[src/hdl/vid_pkg.sv]
// shared constants and types of the visibility integrate-and-dump block
`default_nettype none
package vid_pkg;

  localparam int SUBBANDS    = 8;
  localparam int CELLS       = 2048;
  localparam int DEPTH       = SUBBANDS * CELLS;
  localparam int ADDR_W      = $clog2(DEPTH);

  localparam int SB_W        = 3;
  localparam int CELL_W      = 11;
  localparam int CNT_W       = 16;
  localparam int WGT_W       = 17;
  localparam int PROD_W      = 32;
  localparam int SUM_W       = 48;
  localparam int NPROD       = 8;
  localparam int STEPS_W     = 7;
  localparam int PHASE_W     = 6;
  localparam int MAX_STEPS   = 64;

  localparam int CMDQ_DEPTH  = 4;
  localparam int CQ_PTR_W    = $clog2(CMDQ_DEPTH);
  localparam int RESQ_DEPTH  = 4;
  localparam int RQ_PTR_W    = $clog2(RESQ_DEPTH);

  localparam logic [WGT_W-1:0] WGT_MAX = '1;

  typedef logic [ADDR_W-1:0] addr_t;

  // one classified cell update, handed from front to back
  typedef struct packed {
    addr_t                          addr;
    logic [SB_W-1:0]                subband;
    logic [CELL_W-1:0]              cell_idx;
    logic [WGT_W-1:0]               weight;
    logic                           zero_cnt;
    logic                           first;
    logic                           last;
    logic [NPROD-1:0][PROD_W-1:0]   prod;
  } cmd_t;

  // one accumulator entry as held in the store
  typedef struct packed {
    logic [WGT_W-1:0]               weight;
    logic                           flag;
    logic [NPROD-1:0][SUM_W-1:0]    sums;
  } entry_t;

  localparam int ENTRY_W = $bits(entry_t);

  // one dumped cell
  typedef struct packed {
    logic [SB_W-1:0]                subband;
    logic [CELL_W-1:0]              cell_idx;
    entry_t                         acc;
  } res_t;

endpackage
`default_nettype wire

[src/hdl/vid_cmdq.sv]
// short command queue between front and back
`default_nettype none
module vid_cmdq import vid_pkg::*; (
  input  logic clk,
  input  logic rst_n,
  input  logic push,
  input  cmd_t push_data,
  input  logic pop,
  output logic full,
  output logic empty,
  output cmd_t head
);

  cmd_t                mem_r [CMDQ_DEPTH];
  logic [CQ_PTR_W-1:0] wr_ptr_r;
  logic [CQ_PTR_W-1:0] rd_ptr_r;
  logic [CQ_PTR_W:0]   cnt_r;
  logic                do_push;
  logic                do_pop;

  assign full    = (cnt_r == (CQ_PTR_W+1)'(CMDQ_DEPTH));
  assign empty   = (cnt_r == '0);
  assign head    = mem_r[rd_ptr_r];
  assign do_push = push && !full;
  assign do_pop  = pop && !empty;

  always_ff @(posedge clk) begin
    if (do_push) begin
      mem_r[wr_ptr_r] <= push_data;
    end
  end

  always_ff @(posedge clk) begin
    if (!rst_n) begin
      wr_ptr_r <= '0;
      rd_ptr_r <= '0;
      cnt_r    <= '0;
    end else begin
      if (do_push) begin
        wr_ptr_r <= wr_ptr_r + CQ_PTR_W'(1);
      end
      if (do_pop) begin
        rd_ptr_r <= rd_ptr_r + CQ_PTR_W'(1);
      end
      if (do_push && !do_pop) begin
        cnt_r <= cnt_r + (CQ_PTR_W+1)'(1);
      end else if (do_pop && !do_push) begin
        cnt_r <= cnt_r - (CQ_PTR_W+1)'(1);
      end
    end
  end

endmodule
`default_nettype wire

[config.mk]
export PLATFORM = sky130hd
export DESIGN_NAME = vid_cmdq
export DESIGN_NICKNAME = d
export VERILOG_FILES = /design/src/hdl/vid_pkg.sv /design/src/hdl/vid_cmdq.sv
export SDC_FILE = /design/constraint.sdc
export NUM_CORES = 1
export LEC_CHECK = 0
export ABC_CLOCK_PERIOD_IN_PS = 8000
export BUFFER_PORTS_ARGS = -buffer_cell sky130_fd_sc_hd__buf_2
export CAP_MARGIN = 20
export CORE_MARGIN = 8
export CORE_UTILIZATION = 30
export DETAILED_ROUTE_END_ITERATION = 8
export SLEW_MARGIN = 10
export SYNTH_ARGS = -nofsm -noshare
export SYNTH_HDL_FRONTEND = slang
export SYNTH_SLANG_ARGS = --single-unit
[constraint.sdc]
create_clock -name clk -period 8 [get_ports clk]
set_input_delay 0.8 -clock clk [delete_from_list [all_inputs] [get_ports clk]]
set_output_delay 0.8 -clock clk [all_outputs]
set_load 0.05 [all_outputs]
==> run_results.csv <==
group,metric,value,unit
cts,cts_tree,"built",
sta,worst_pin_slew,1.18,ns
grt,grt-ovfl-total,0,
critical_path,crit_required,7.20,ns
route,ant_nets,0,
sta,tns,0,ns
logic_synthesis,netlist_area,0.0444,mm2
critical_path,startpoint_type,"flop",
cells_and_area,most-common-layout-cells,"edfxtp_1 (1,216), buf_2 (613), mux4_2 (304)",
power_and_ir_drop,power_frac_comb,31.0,%
power_and_ir_drop,power_switching,7.05,mW
floorplanning,core,0.147,mm2
grt,grt_pass1_wl,144000,um
cts,clkLatencyLatePin,0.74,ns
grt,antenna_found_initial,34,
power_and_ir_drop,pwr-share-seq,39.9,%
grt,grt_pass1_vias,21214,
placed_design,port_buffers,613,
cts,cts_sinks,1225,
floorplanning,die_x,401,um
power_and_ir_drop,irDropWorstVdd,0.232,mV
cts,clock_path_buffers,3,
grt,grt_max_degree,127,
cts,h-tree-depth,4,
critical_path,crit_path_end,"head[235]",
cells_and_area,layout.nets,2652,
cts,cts_hold_buf,0,
cells_and_area,final-seq-area,0.0367,mm2
placed_design,place_ws,4.34,ns
sta,finalSetupViolCount,0,
cts,cts_root_buffer,"clkbuf_16",
sta,period_share,53.4,%
route,vias,19783,
logic_synthesis,ys_types,22,
power_and_ir_drop,cellPowerDensity,371,mW/mm2
cells_and_area,multi_input_area,0.00713,mm2
cells_and_area,post_route_cells_drive_above_1_share,46.2,%
route,firstDrtPassIters,4,
route,routed_via_density,4.50,
floorplanning,die_area,0.160,mm2
cts,cts_buffers,135,
logic_synthesis,ys_seq_area_share,82.7,%
min_path,hold_class,"input pin to flop",
cells_and_area,syn_to_final_growth,21.6,%
job,drv_cap,0,
cts,cts_resized,0,
logic_synthesis,ys_ff_latch,1225,
grt,grt.total_usage,12.0,%
power_and_ir_drop,clockPowerShare,29.1,%
sta,period_needed,4.27,ns
power_and_ir_drop,p_int,13.0,mW
route,drt-initial-drc-count,1091,
floorplanning,die_y,401,um
sta,rsz0062_at_grt,"false",
power_and_ir_drop,swShare,35.2,%
sta,slew_violations,0,
logic_synthesis,yosys_warnings,0,
critical_path,end_kind,"output port",
sta,fmax,234,MHz
floorplanning,start_util,30.1,%
critical_path,criticalPathCategory,"flop to output port",
cells_and_area,fillers,13340,
power_and_ir_drop,leakage,17.6,nW
cells_and_area,fin_area,0.0539,mm2
placed_design,gp_congestion,0.731,
sta,relSlewSlack,21.5,%
floorplanning,num_rows,141,
min_path,whs_path_depth,1,
cts,clkTransAtPathRegs,0.06,ns
floorplanning,ios,614,
critical_path,rr_endpoint,"mem_r[1][2]",
placed_design,place_area,0.0497,mm2
critical_path,rrSetupSlack,4.86,ns
critical_path,r2r_cells,5,
logic_synthesis,syn_nets,1950,
sta,setup_slack,3.73,ns
route,route.detailed.drc,0,
sta,clock-skew-final,0.0191,ns
logic_synthesis,syn_area_per_cell,27.1,um2
critical_path,rr_startpoint,"cnt_r[0]",
critical_path,cp_max_fo,37,
cts,post-cts-setup-buffer-count,0,
sta,hold_viol_final,0,
route,routedWlPerCell,22.5,um
critical_path,arrival,3.47,ns
outcome,status,"completed",
placed_design,place_hpwl,61700,um
cells_and_area,final_common_cell,"edfxtp_1",
logic_synthesis,syn_inst,1636,
route,totalWireLength,98700,um
[Yosys cell counts, drive strengths merged]
| cell | count | area share, % |
|---|---|---|
| mux4 | 304 | 15 |
| nand2 | 4 | 0.034 |
| edfxtp | 1216 | 82 |
| nor3b | 1 | 0.017 |
| o21ai | 1 | 0.011 |
| nor2b | 2 | 0.028 |
| dfxtp | 9 | 0.41 |
| o311ai | 1 | 0.020 |
| xnor2 | 3 | 0.059 |
| buf | 62 | 1.1 |
| inv | 3 | 0.025 |
| ha | 5 | 0.14 |
| o31ai | 1 | 0.017 |
| and2 | 8 | 0.11 |
| or3 | 1 | 0.014 |
| nor3 | 1 | 0.011 |
| xor2 | 1 | 0.020 |
| a21boi | 1 | 0.017 |
| mux2i | 3 | 0.068 |
| clkbuf | 8 | 0.068 |
| fa | 1 | 0.045 |
[layout make-up]
type	count	area share, %
antenna	25	0.116
clock buffer	169	6.62
clock inverter	67	1.17
inverter	3	0.0209
multi-input combinational	338	13.2
sequential	1225	68.1
tap	1930	4.48
timing repair buffer	635	6.30
[power by group through the flow]
| stage | combinational, mW | sequential (mW) | clock [mW] |
|---|---|---|---|
| floorplan | 4.87 | 8.11 | 0 |
| finish | 6.19 | 7.99 | 5.83 |
| global route | 6.49 | 8.05 | 6.25 |
| global placement | 6.33 | 8.11 | 0 |
| detailed placement | 6.34 | 8.13 | 0 |
| CTS | 6.35 | 8.00 | 6.03 |
[worst min-delay path by stage]
stage	from	to	slack, ns
after floorplan	wr_ptr_r[1]	wr_ptr_r[1]	0.47
after global placement	wr_ptr_r[1]	wr_ptr_r[1]	0.50
after detailed placement	wr_ptr_r[1]	wr_ptr_r[1]	0.49
after CTS	push_data[56]	mem_r[2][56]	0.17
after global routing	push_data[56]	mem_r[3][56]	0.21
final	push_data[80]	mem_r[3][80]	0.27
[cells by family after synthesis]
group | after synthesis | synth area share, %
buffers and inverters | 73 | 1.22
AND/OR/NAND/NOR | 17 | 0.217
flip-flops | 1225 | 82.7
adder cells (fa/ha/maj) | 6 | 0.186
AO/OA/AOI/OAI | 4 | 0.0649
multiplexers | 307 | 15.5
XOR/XNOR | 4 | 0.0790
[registers in the layout, summed over array words and instances (netlist names), named ones only]
name,flops
mem_r,1216
cnt_r,3
rd_ptr_r,2
wr_ptr_r,2
[through the flow]
step                util [%]  std cells  hold WS, ns  power [mW]
floorplan                  -       1636        0.468        13.0
global placement        33.7       4131        0.495        14.4
detailed placement      33.7       4131        0.493        14.5
CTS                     36.6       4367        0.171        20.4
global route            36.6       4370        0.206        20.8
finish                  36.6       4392        0.273        20.0
[critical path, stage by stage (launching register included)]
cell and delay (ns):
dfxtp_4 0.74, buf_12 0.36, buf_4 0.66, mux4_2 0.61, buf_2 0.23
[routing by layer]
| layer | vias up | track usage (%) | wire length [um] |
|---|---|---|---|
| met5 | - | 0 | 141 |
| met4 | 20 | 3.70 | 2190 |
| met3 | 156 | 4.89 | 8550 |
| met2 | 628 | 20.2 | 50000 |
| met1 | 10393 | 13.9 | 37900 |
| li1 | 8586 | - | - |
Power figures use the tool's default switching activity.
