`src/hdl/vid_pkg.sv`:
```
// shared constants and types of the visibility integrate-and-dump block
`default_nettype none
package vid_pkg;

  localparam int SUBBANDS    = 8;
  localparam int CELLS       = 2048;
  localparam int DEPTH       = SUBBANDS * CELLS;
  localparam int ADDR_W      = $clog2(DEPTH);

  localparam int SB_W        = 3;
  localparam int CELL_W      = 11;
  localparam int CNT_W       = 16;
  localparam int WGT_W       = 17;
  localparam int PROD_W      = 32;
  localparam int SUM_W       = 48;
  localparam int NPROD       = 8;
  localparam int STEPS_W     = 7;
  localparam int PHASE_W     = 6;
  localparam int MAX_STEPS   = 64;

  localparam int CMDQ_DEPTH  = 4;
  localparam int CQ_PTR_W    = $clog2(CMDQ_DEPTH);
  localparam int RESQ_DEPTH  = 4;
  localparam int RQ_PTR_W    = $clog2(RESQ_DEPTH);

  localparam logic [WGT_W-1:0] WGT_MAX = '1;

  typedef logic [ADDR_W-1:0] addr_t;

  // one classified cell update, handed from front to back
  typedef struct packed {
    addr_t                          addr;
    logic [SB_W-1:0]                subband;
    logic [CELL_W-1:0]              cell_idx;
    logic [WGT_W-1:0]               weight;
    logic                           zero_cnt;
    logic                           first;
    logic                           last;
    logic [NPROD-1:0][PROD_W-1:0]   prod;
  } cmd_t;

  // one accumulator entry as held in the store
  typedef struct packed {
    logic [WGT_W-1:0]               weight;
    logic                           flag;
    logic [NPROD-1:0][SUM_W-1:0]    sums;
  } entry_t;

  localparam int ENTRY_W = $bits(entry_t);

  // one dumped cell
  typedef struct packed {
    logic [SB_W-1:0]                subband;
    logic [CELL_W-1:0]              cell_idx;
    entry_t                         acc;
  } res_t;

endpackage
`default_nettype wire

```
`src/hdl/vid_front.sv`:
```
// front end: period phase tracking, address check and weight product
`default_nettype none
module vid_front import vid_pkg::*; (
  input  logic                          clk,
  input  logic                          rst_n,
  input  logic [STEPS_W-1:0]            integrate_steps,
  input  logic [WGT_W-1:0]              weight_factor,
  input  logic                          take,
  input  logic [SB_W-1:0]               subband,
  input  logic [CELL_W-1:0]             cell_req,
  input  logic [CNT_W-1:0]              valid_count,
  input  logic [NPROD-1:0][PROD_W-1:0]  prod,
  input  logic                          end_of_step,
  output logic                          cmd_push,
  output cmd_t                          cmd
);

  logic [PHASE_W-1:0]     phase_r;
  logic [PHASE_W-1:0]     phase_nxt;
  logic [STEPS_W-1:0]     len;
  logic                   first;
  logic                   last;
  logic                   in_range;
  logic [WGT_W+CNT_W-1:0] wprod;

  always_comb begin
    if (integrate_steps == '0) begin
      len = STEPS_W'(1);
    end else if (integrate_steps > STEPS_W'(MAX_STEPS)) begin
      len = STEPS_W'(MAX_STEPS);
    end else begin
      len = integrate_steps;
    end
  end

  assign first    = (phase_r == '0);
  // phase at or past the end counts as the last step
  assign last     = (STEPS_W'(phase_r) + STEPS_W'(1)) >= len;
  assign in_range = (int'(subband) < SUBBANDS) && (int'(cell_req) < CELLS);

  assign wprod = (WGT_W+CNT_W)'(weight_factor) * (WGT_W+CNT_W)'(valid_count);

  always_comb begin
    phase_nxt = phase_r;
    if (take && end_of_step) begin
      phase_nxt = last ? '0 : phase_r + PHASE_W'(1);
    end
  end

  always_ff @(posedge clk) begin
    if (!rst_n) begin
      phase_r <= '0;
    end else begin
      phase_r <= phase_nxt;
    end
  end

  assign cmd_push     = take && in_range;
  assign cmd.addr     = ADDR_W'(subband) * ADDR_W'(CELLS) + ADDR_W'(cell_req);
  assign cmd.subband  = subband;
  assign cmd.cell_idx = cell_req;
  assign cmd.weight   = (wprod > (WGT_W+CNT_W)'(WGT_MAX)) ? WGT_MAX : wprod[WGT_W-1:0];
  assign cmd.zero_cnt = (valid_count == '0);
  assign cmd.first    = first;
  assign cmd.last     = last;
  assign cmd.prod     = prod;

endmodule
`default_nettype wire

```
`config.mk`:
```
export PLATFORM = sky130hd
export DESIGN_NAME = vid_front
export DESIGN_NICKNAME = d
export VERILOG_FILES = /design/src/hdl/vid_pkg.sv /design/src/hdl/vid_front.sv
export SDC_FILE = /design/constraint.sdc
export NUM_CORES = 1
export LEC_CHECK = 0
export BUFFER_PORTS_ARGS = -buffer_cell sky130_fd_sc_hd__buf_4
export CAP_MARGIN = 5
export CELL_PAD_IN_SITES_DETAIL_PLACEMENT = 0
export CELL_PAD_IN_SITES_GLOBAL_PLACEMENT = 1
export CORE_AREA = 5 5 237 239
export DETAILED_ROUTE_END_ITERATION = 12
export DIE_AREA = 0 0 242 244
export PLACE_DENSITY = 0.68
export SYNTH_ARGS = -nofsm -noshare
export SYNTH_HDL_FRONTEND = slang
export SYNTH_SLANG_ARGS = --single-unit
```
`constraint.sdc`:
```
create_clock -name clk -period 14.5 [get_ports clk]
set_input_delay 3.625 -clock clk [delete_from_list [all_inputs] [get_ports clk]]
set_output_delay 3.625 -clock clk [all_outputs]
set_load 0.005 [all_outputs]
```
==> results by group, run 1 <==
Power
  • Clock share of power: 1.3%
  • Internal: ~1.3 mW
  • NetSw: 2.06 mW
  • Reg power frac: 0.5%
  • Logic pwr share: 98.1%
  • P per Cell Area: roughly 300 nW/um^2
  • Switching Fraction: 61.9%
  • Static Leak: 5.37 nW
  • VDD IR-drop max: 239 uV

Floorplan
  • Die area: 59000 um^2
  • Core Region: 53600 um^2
  • Die height: between 200 and 250 um
  • I/O pin count: 619
  • Std cell rows: 85
  • Die W: between 200 and 250 um
  • Starting Density: 22.3%

Timing
  • RSZ-0062 raised after global routing: no
  • Worst Clk Skew: 0.00146 ns
  • Slew @ Worst Pin: slightly above 0.8 ns
  • Setup-failing EPs final: 0
  • Max-slew violations: 0
  • Final Hold Fails: 0
  • Worst hold slack: roughly 0.53 ns
  • Worst rel slew slack: between 40% and 50%
  • Fmax: 73.7 MHz
  • Tmin final: 13.58 ns
  • Period utilization: 93.6%
  • Final setup TNS: 0 ns

Final layout
  • Reg with most FFs: phase_r
  • Inserted Diodes: 0
  • Nets: about 1800
  • Area grow syn2layout: -7.44%
  • Largest registers: phase_r: 6 flops
  • Fillers: 5961
  • Final Core Density: 20.7%
  • Share of post-route cells with drive strength above 1: ~6.9%
  • Largest register FFs: 6

Clock network
  • Clock net sink count: 6
  • Clock root buffer master: clkbuf_16
  • CTS buffer count: 3
  • Clk_lat worst skew: 0.23 ns
  • CTS clk-pin slew, worst paths: about 0.03 ns
  • Max clock buf depth: 2
  • Setup Buffers After CTS: 0
  • PostCTS Resize Cnt: 0
  • CTS Hold Bufs: 0
  • H-Tree Depth: 1
  • TritonCTS clock tree: yes

Global route
  • Total grt overflow: 0
  • Initial antenna violation count: 0
  • First-pass GRT wire length: 48.3 mm
  • Largest net degree at the start of global routing: 19
  • Gr usage total: 9.99%
  • Vias in the first global route: 8462

Job
  • Max_cap viols: 0

Detailed routing
  • Total Routed Length: between 30 and 40 mm
  • Vias per cell: ~4.3
  • Total number of vias: 8006
  • DRC: 0
  • Antenna Nets Post-Route: 0
  • Wire per inst: 16.2 um
  • DRT Pass-1 Iters: 4
  • Drt first-iter violations: 354

Yosys
  • Syn avg cell area: 8.36 um^2
  • FF+latch count, synth: 6
  • Async set-reset flop share out of synthesis: 0%
  • Synth Cell Area: approximately 12000 um^2
  • Synth cell types: between 50 and 60
  • YS warnings: 0
  • Synth top area share: 34.8%
  • Fraction of the yosys area taken by sequential cells: under 10%
  • Synth top area cells: fa_1 (35%), buf_4 (18%), ha_1 (12%)
  • Post-synth EDFFs: 0
  • Synth Flop Type: dfxtp_1
  • Synth Instances: 1432
  • Net count after synthesis: 2068
  • Synth area leader: fa_1

Hold path
  • Hold crit path type: reg -> reg
  • Worst hold stages: 1

Worst setup path
  • Worst setup SP type: input pin
  • Crit path required time: 10.88 ns
  • Crit path cell chain: buf_4 -> and2_1 -> fa_1 -> inv_1 -> fa_1 -> inv_1 -> fa_1 -> fa_1 -> fa_1 -> inv_1 -> fa_1 -> inv_1 -> ha_1 -> nand2_1 -> o21ai_1 -> nor2b_1 -> a21oi_4 -> a31oi_4 -> nor4b_4 -> nor4b_1 -> a311oi_2 -> buf_4 -> o2111ai_1 -> buf_4
  • CP max-delay cell: fa_1
  • R2R depth: 11
  • Signal arrival time at the worst endpoint: 9.95 ns
  • Max stage delay on crit path: about 0.55 ns
  • CP most frequent cell: fa_1
  • CP Capture Type: primary output
  • CP max FO: 17
  • Worst setup path class: in -> out

Status
  • Status: finished, final reports clean

Placed design
  • Port bufs: 64
  • Post-DP HPWL: 25.8 mm
  • GPL Wtd Cong: between 0.7 and 0.8
==> per-stage QoR <==
step	power [mW]	setup slack (ns)	instances	cell area, um^2
2_1_floorplan	2.52	1.24	1432	12000
5_1_grt	3.77	0.561	1866	11100
3_5_place_dp	3.32	0.871	1863	11000
6_report	3.33	0.924	1866	11100
4_1_cts	3.41	0.851	1866	11100
3_3_place_gp	3.37	0.936	1863	11000
==> layout by cell type, fill, tap and decap left out, types with 5 or more instances in the layout <==
cell and instances:
inv_1 228, fa_1 208, nand2_1 179, and2_1 135
ha_1 114, buf_4 67, a21oi_1 35, nor2_1 26
nand4_1 20, xor2_1 19, o21ai_0 14, a21o_1 11
nand3_1 10, xnor2_1 10, nand2b_1 10, o21ai_1 7
nor4_1 7, dfxtp_1 6, and3_1 5, a22o_1 5
==> power groups by stage <==
stage                     clock network [mW]  logic [mW]  registers [mW]
after CTS                             0.0456        3.35          0.0174
after global placement                     0        3.35          0.0177
after global routing                  0.0465        3.71          0.0175
after detailed placement                   0        3.31          0.0177
final                                 0.0445        3.27          0.0174
after floorplan                            0        2.50          0.0175
==> layer usage <==
layer  vias up  share of wire, %  GRT usage, %
li1       3573                 -             -
met1      4045                40          12.3
met2       322                49          16.9
met3        64               8.1          3.22
met4         2               2.4          2.43
met5         -              0.16         0.980
==> final timing paths <==
check               end              start  slack [ns]
max            cmd[267]  weight_factor[11]        0.92
min          phase_r[0]         phase_r[0]        0.53
max reg2reg  phase_r[4]         phase_r[0]       11.66
min reg2reg  phase_r[0]         phase_r[0]        0.53
==> worst max-delay path, delay by kind of cell <==
kind | cells | cell delay, ns
compound gates | 5 | 1.04
simple gates | 5 | 0.88
buf+inv | 7 | 0.82
fa+ha+maj | 7 | 3.54
==> cell families (layout without fill, tap and decap cells) <==
kind of cell    count (synthesis)  in the layout  synth area share, %
simple gates                  413            413                 17.6
flops                           6              6                 1.00
xor+xnor                       29             29                 2.12
buf+inv                       560            298                 26.7
compound gates                102            102                 5.88
fa+ha+maj                     322            322                 46.7
==> layout make-up <==
cell class / count / area [um^2] / area share, %
inverters: 228 / 856 / 7.72
multi-input cells: 866 / 8660 / 78.1
well taps: 696 / 871 / 7.86
repair buffers: 67 / 503 / 4.54
clock buffers: 3 / 75.1 / 0.677
flip-flops and latches: 6 / 120 / 1.08
==> cell usage after synthesis (all sizes together) (2+ instances only) <==
library cell	number
a21boi	3
a21o	11
a21oi	37
a22o	5
a31oi	3
and2	135
and3	5
and4	2
buf	290
clkbuf	42
dfxtp	6
fa	208
ha	114
inv	228
nand2	179
nand2b	10
nand3	10
nand4	20
nand4b	4
nor2	26
nor2b	4
nor3	4
nor4	8
nor4b	3
o2111ai	3
o211ai	3
o21ai	21
o311ai	2
o31ai	2
or2	2
xnor2	10
xor2	19
No activity file was read; power rests on OpenSTA's default activity.
==> run 2: changes to the inputs <==
PLACE_DENSITY = 0.66   (was 0.68)
==> run 2 against run 1 <==
Against the previous run: sequential share of layout area did not move; highest routed layer is now met4; fmax is 0.24% higher; total power is 0.14% higher; combinational power hardly changed; first-iteration DRC count down 19%; largest power group unchanged; worst setup slack gained 0.033 ns; via count about the same; hold slack better by 0.021 ns; utilization did not move.
==> results by group, run 2 (synthesized netlist as in run 1, its figures left out) <==
Final layout
  • Largest registers: phase_r: 6 flops
  • Largest register FFs: 6
  • Share of post-route cells with drive strength above 1: 6.92%
  • Nets: 1808
  • Inserted Diodes: 0
  • Reg with most FFs: phase_r
  • Final Core Density: about a fifth
  • Most frequent cells in the layout: inv_1 (228), fa_1 (208), nand2_1 (179), and2_1 (135), ha_1 (114)
  • Post-route cell area: between 10000 and 15000 um^2
  • Area grow syn2layout: -7.44%
  • Commonest non-fill, non-tap cell in the layout: inv_1

Job
  • Max_cap viols: 0

Power
  • P per Cell Area: between 300 and 400 nW/um^2
  • VDD IR-drop max: 213 uV
  • Logic pwr share: 98.1%
  • NetSw: 2.06 mW
  • Static Leak: 5.37 nW
  • Clock share of power: 1.3%
  • Internal: approximately 1.3 mW
  • Reg power frac: 0.5%
  • Switching Fraction: 61.7%

Clock network
  • CTS clk-pin slew, worst paths: 0.03 ns
  • Setup Buffers After CTS: 0
  • Clk_lat worst skew: between 0.2 and 0.25 ns
  • CTS Hold Bufs: 0
  • CTS buffer count: 3
  • Max clock buf depth: 2
  • PostCTS Resize Cnt: 0
  • Clock root buffer master: clkbuf_16
  • Clock net sink count: 6
  • TritonCTS clock tree: yes
  • H-Tree Depth: 1

Timing
  • Worst Clk Skew: 0.00132 ns
  • Slew @ Worst Pin: 0.717 ns
  • Final setup TNS: 0 ns
  • Max-slew violations: 0
  • Fmax: 73.8 MHz
  • Worst rel slew slack: 51.8%
  • Post-route setup slack: around 0.96 ns
  • RSZ-0062 raised after global routing: no
  • Tmin final: 13.54 ns
  • Final Hold Fails: 0
  • Setup-failing EPs final: 0
  • Period utilization: 93.4%

Detailed routing
  • Antenna Nets Post-Route: 0
  • Total Routed Length: approximately 30 mm
  • DRC: 0
  • Vias per cell: 4.29
  • DRT Pass-1 Iters: 5
  • Total number of vias: 8014
  • Wire per inst: between 15 and 20 um
  • Drt first-iter violations: 286

Worst setup path
  • Worst setup path class: in -> out
  • CP max FO: 17
  • Worst setup SP type: input pin
  • Signal arrival time at the worst endpoint: 9.92 ns
  • Crit path required time: 10.88 ns
  • CP Capture Type: primary output
  • R2R depth: 11

Floorplan
  • Die area: 59000 um^2
  • Core Region: around 54000 um^2
  • I/O pin count: 619
  • Starting Density: 22.3%
  • Die height: 244 um
  • Die W: 242 um
  • Std cell rows: 85

Global route
  • Initial antenna violation count: 0
  • Gr usage total: 9.81%
  • First-pass GRT wire length: 48.2 mm
  • Total grt overflow: 0
  • Vias in the first global route: 8730
  • Largest net degree at the start of global routing: 19

Placed design
  • Dpl ws: between 0.8 and 0.9 ns
  • Post-DP HPWL: ~25 mm
  • Port bufs: 64
  • Dpl cell area: 11000 um^2
  • GPL Wtd Cong: 0.786

Hold path
  • Hold crit path type: reg -> reg
  • Worst hold stages: 2

Status
  • Status: finished, final reports clean
[run 2: cell counts in the layout (fill, tap and decap cells not counted)]
No cell type changed its count.
[run 2: metal layers]
| layer | GRT usage, % | share of wire [%] |
|---|---|---|
| met2 | 17.0 | 49 |
| met5 | 0.899 | 0 |
| met4 | 2.48 | 2.6 |
| met1 | 12.0 | 41 |
| met3 | 2.77 | 7.3 |
[run 2: final timing paths]
kind / startpoint / to / slack (ns)
worst max-delay path: weight_factor[11] / cmd[267] / 0.96
worst min-delay path: phase_r[0] / phase_r[0] / 0.56
worst max register to register: phase_r[0] / phase_r[2] / 11.68
worst min register to register: phase_r[0] / phase_r[0] / 0.56
[run 2: power groups by stage]
stage / clock network [mW] / registers (mW) / logic [mW]
CTS: 0.0455 / 0.0175 / 3.34
global route: 0.0470 / 0.0176 / 3.72
detailed placement: 0 / 0.0177 / 3.30
finish: 0.0449 / 0.0175 / 3.27
global placement: 0 / 0.0177 / 3.32
floorplan: 0 / 0.0175 / 2.50
[run 2: per-stage QoR]
step,total power [mW],std cells,hold slack [ns]
after floorplan,2.52,1432,0.482
after global placement,3.34,1863,0.522
after detailed placement,3.32,1863,0.550
after CTS,3.41,1866,0.552
after global routing,3.79,1866,0.597
final,3.33,1866,0.555
[run 2: layout make-up]
type                       count  area, um^2
clock buffer                   3        75.1
tap                          696         871
timing repair buffer          67         503
sequential                     6         120
fill                        6000       42500
inverter                     228         856
multi-input combinational    866        8660
[run 2: worst max-delay path, stage by stage]
cell	delay, ns
buf_4	0.19
and2_1	0.20
fa_1	0.53
inv_1	0.05
fa_1	0.53
inv_1	0.05
fa_1	0.52
fa_1	0.46
fa_1	0.57
inv_1	0.06
fa_1	0.54
inv_1	0.04
ha_1	0.41
nand2_1	0.14
o21ai_1	0.20
nor2b_1	0.10
a21oi_4	0.20
a31oi_4	0.14
nor4b_4	0.33
nor4b_1	0.11
a311oi_2	0.35
buf_4	0.27
o2111ai_1	0.14
buf_4	0.16
==> run 3: changes to the inputs <==
ABC_AREA = 1   (was default)
CAP_MARGIN = 15   (was 5)
CTS_BUF_LIST = sky130_fd_sc_hd__clkbuf_16   (was default)
PLACE_DENSITY = 0.71   (was 0.66)
==> run 3 against run 2 <==
Against the previous run: design area is 8.4% higher; synthesized area up 8.8%; count of clock-buffer cells in the layout is the same; clock skew is 0.00084 ns lower; hold slack lost 0.045 ns; wire length rose by 11%.
==> results by group, run 3 <==
Final layout
  • Share of post-route cells with drive strength above 1: 7.54%
  • Largest register FFs: 6
  • Area grow syn2layout: -7.76%
  • Inserted Diodes: 0
  • Most frequent cells in the layout: nand2_1 (524), inv_1 (467), fa_1 (208), ha_1 (114), buf_4 (64)
  • Final std cells w/o fill: 2274
  • Nets: 2216
  • Commonest non-fill, non-tap cell in the layout: nand2_1
  • Largest registers: phase_r: 6 flops
  • Reg with most FFs: phase_r

Timing
  • Tmin final: 13.09 ns
  • Post-route setup slack: 1.41 ns
  • Worst rel slew slack: about three quarters
  • Worst Clk Skew: 0.000477 ns
  • Final Hold Fails: 0
  • RSZ-0062 raised after global routing: no
  • Final setup TNS: 0 ns
  • Fmax: 76.4 MHz
  • Setup-failing EPs final: 0
  • Period utilization: 90.3%
  • Slew @ Worst Pin: ~0.4 ns
  • Max-slew violations: 0

Clock network
  • Clock root buffer master: clkbuf_16
  • Setup Buffers After CTS: 0
  • Clk_lat worst skew: 0.23 ns
  • TritonCTS clock tree: yes
  • H-Tree Depth: 1
  • CTS buffer count: 3
  • Clock net sink count: 6
  • CTS clk-pin slew, worst paths: 0.03 ns
  • Max clock buf depth: 2
  • PostCTS Resize Cnt: 0
  • CTS Hold Bufs: 0

Yosys
  • Synth Instances: 1866
  • Synth top area share: 32.0%
  • Synth Cell Area: ~13000 um^2
  • Count leader, synth: nand2_1
  • Async set-reset flop share out of synthesis: 0%
  • Synth cell types: 34
  • Commonest cells in the netlist: nand2_1 (524), inv_1 (467), buf_4 (287)
  • Synth Flop Type: dfxtp_1
  • Net count after synthesis: 2502
  • Fraction of the yosys area taken by sequential cells: less than 1%
  • Syn avg cell area: 6.98 um^2
  • YS warnings: 0
  • FF+latch count, synth: 6
  • Synth area leader: fa_1
  • Post-synth EDFFs: 0
  • Synth top area cells: fa_1 (32%), buf_4 (17%), nand2_1 (15%)

Detailed routing
  • Drt first-iter violations: 400
  • Total Routed Length: 33.1 mm
  • DRT Pass-1 Iters: 5
  • Total number of vias: 9407
  • DRC: 0
  • Vias per cell: 4.14
  • Antenna Nets Post-Route: 0
  • Wire per inst: 14.5 um

Hold path
  • HP Start: phase_r[1]
  • Hold crit path type: reg -> reg

Worst setup path
  • WP buf/inv: 5
  • Delay-heaviest family, CP: adder cells
  • CP max-delay cell: fa_1
  • R2R Path Start: phase_r[2]
  • R2R depth: 11
  • R2r setup slk: 12.08 ns
  • Crit path cell chain: buf_4 -> nand2_1 -> fa_1 -> inv_1 -> fa_1 -> fa_1 -> fa_1 -> fa_1 -> inv_1 -> fa_1 -> inv_1 -> ha_1 -> nand2_2 -> nor2_1 -> nand2_1 -> nor2_1 -> nand2_1 -> nand4_1 -> nand2_1 -> nor2_1 -> nand2_2 -> nor2_8 -> nand3_1 -> buf_4
  • Crit path required time: ~11 ns
  • RR Endpoint: phase_r[4]
  • Signal arrival time at the worst endpoint: 9.47 ns
  • Worst setup path class: in -> out
  • Max stage delay on crit path: 0.55 ns
  • Worst setup path end: cmd[261]
  • Worst setup SP type: input pin
  • CP most frequent cell: fa_1
  • CP Depth: 24
  • CP Capture Type: primary output
  • Crit path launch: valid_count[10]
  • CP max FO: 18

Floorplan
  • Core Region: about 54000 um^2
  • Starting Density: between 20 and 25%
  • I/O pin count: between 600 and 700
  • Die W: between 200 and 250 um
  • Std cell rows: 85
  • Die height: 244 um
  • Die area: 59000 um^2

Global route
  • Vias in the first global route: between 10000 and 15000
  • Initial antenna violation count: 0
  • Largest net degree at the start of global routing: 19
  • Total grt overflow: 0
  • Gr usage total: approximately 11%
  • First-pass GRT wire length: roughly 54 mm

Placed design
  • Placed cells: 2271
  • Port bufs: 64
  • GPL Wtd Cong: 0.838
  • Post-DP HPWL: about 29 mm
  • Dpl ws: 1.38 ns

Job
  • Max_cap viols: 0

Power
  • VDD IR-drop max: 233 uV
  • P per Cell Area: 314 nW/um^2
  • Static Leak: 7.31 nW

Status
  • Status: finished, final reports clean
-- run 3: kinds of logic after synthesis --
| kind of cell | Yosys count | synth area share, % |
|---|---|---|
| buf+inv | 836 | 32.6 |
| xor+xnor | 20 | 1.35 |
| fa+ha+maj | 322 | 42.9 |
| simple gates | 653 | 21.0 |
| compound gates | 29 | 1.18 |
| flops | 6 | 0.922 |
-- run 3: worst min-delay path: cells and delay by family, from the launching register on --
family / cells / cell delay [ns]
compound gates: 1 / 0.06
flops: 1 / 0.33
simple gates: 1 / 0.07
-- run 3: where the power goes --
part / total, mW / internal [mW] / switching [mW] / leakage, nW
clock: 0.0447 / 0.0354 / 0.00935 / 0.0370
combinational: 3.71 / 1.29 / 2.42 / 7.22
sequential: 0.0174 / 0.0170 / 0.000430 / 0.0486
total: 3.77 / 1.34 / 2.43 / 7.31
-- run 3: how the worst min path moves through the flow --
stage	cells after the start	endpoint
3_5_place_dp	2	phase_r[1]
3_3_place_gp	2	phase_r[1]
2_1_floorplan	2	phase_r[4]
6_report	2	phase_r[1]
4_1_cts	2	phase_r[1]
5_1_grt	2	phase_r[5]
-- run 3: per-stage QoR --
step	hold WS (ns)	total power, mW	utilization [%]	cell area [um^2]
finish	0.510	3.77	22.4	12000
global placement	0.490	3.80	22.3	11900
detailed placement	0.508	3.77	22.3	11900
CTS	0.513	3.85	22.4	12000
global route	0.536	4.33	22.4	12000
floorplan	0.472	2.88	-	13000
-- run 3: metal layers --
metal / vias to the layer above / track usage, % / share of wire [%]
met5: - / 0.654 / 0
met4: 0 / 3.63 / 3.5
met3: 109 / 2.81 / 7.0
met2: 334 / 19.2 / 48
met1: 4545 / 13.3 / 41
li1: 4419 / - / -
-- run 3: cell type report --
class	count	area (um^2)
Timing Repair Buffer	64	480
Inverter	481	1810
Tap cell	696	871
Clock buffer	3	75.1
Sequential cell	6	120
Fill cell	6113	41600
Multi-Input combinational cell	1024	8660
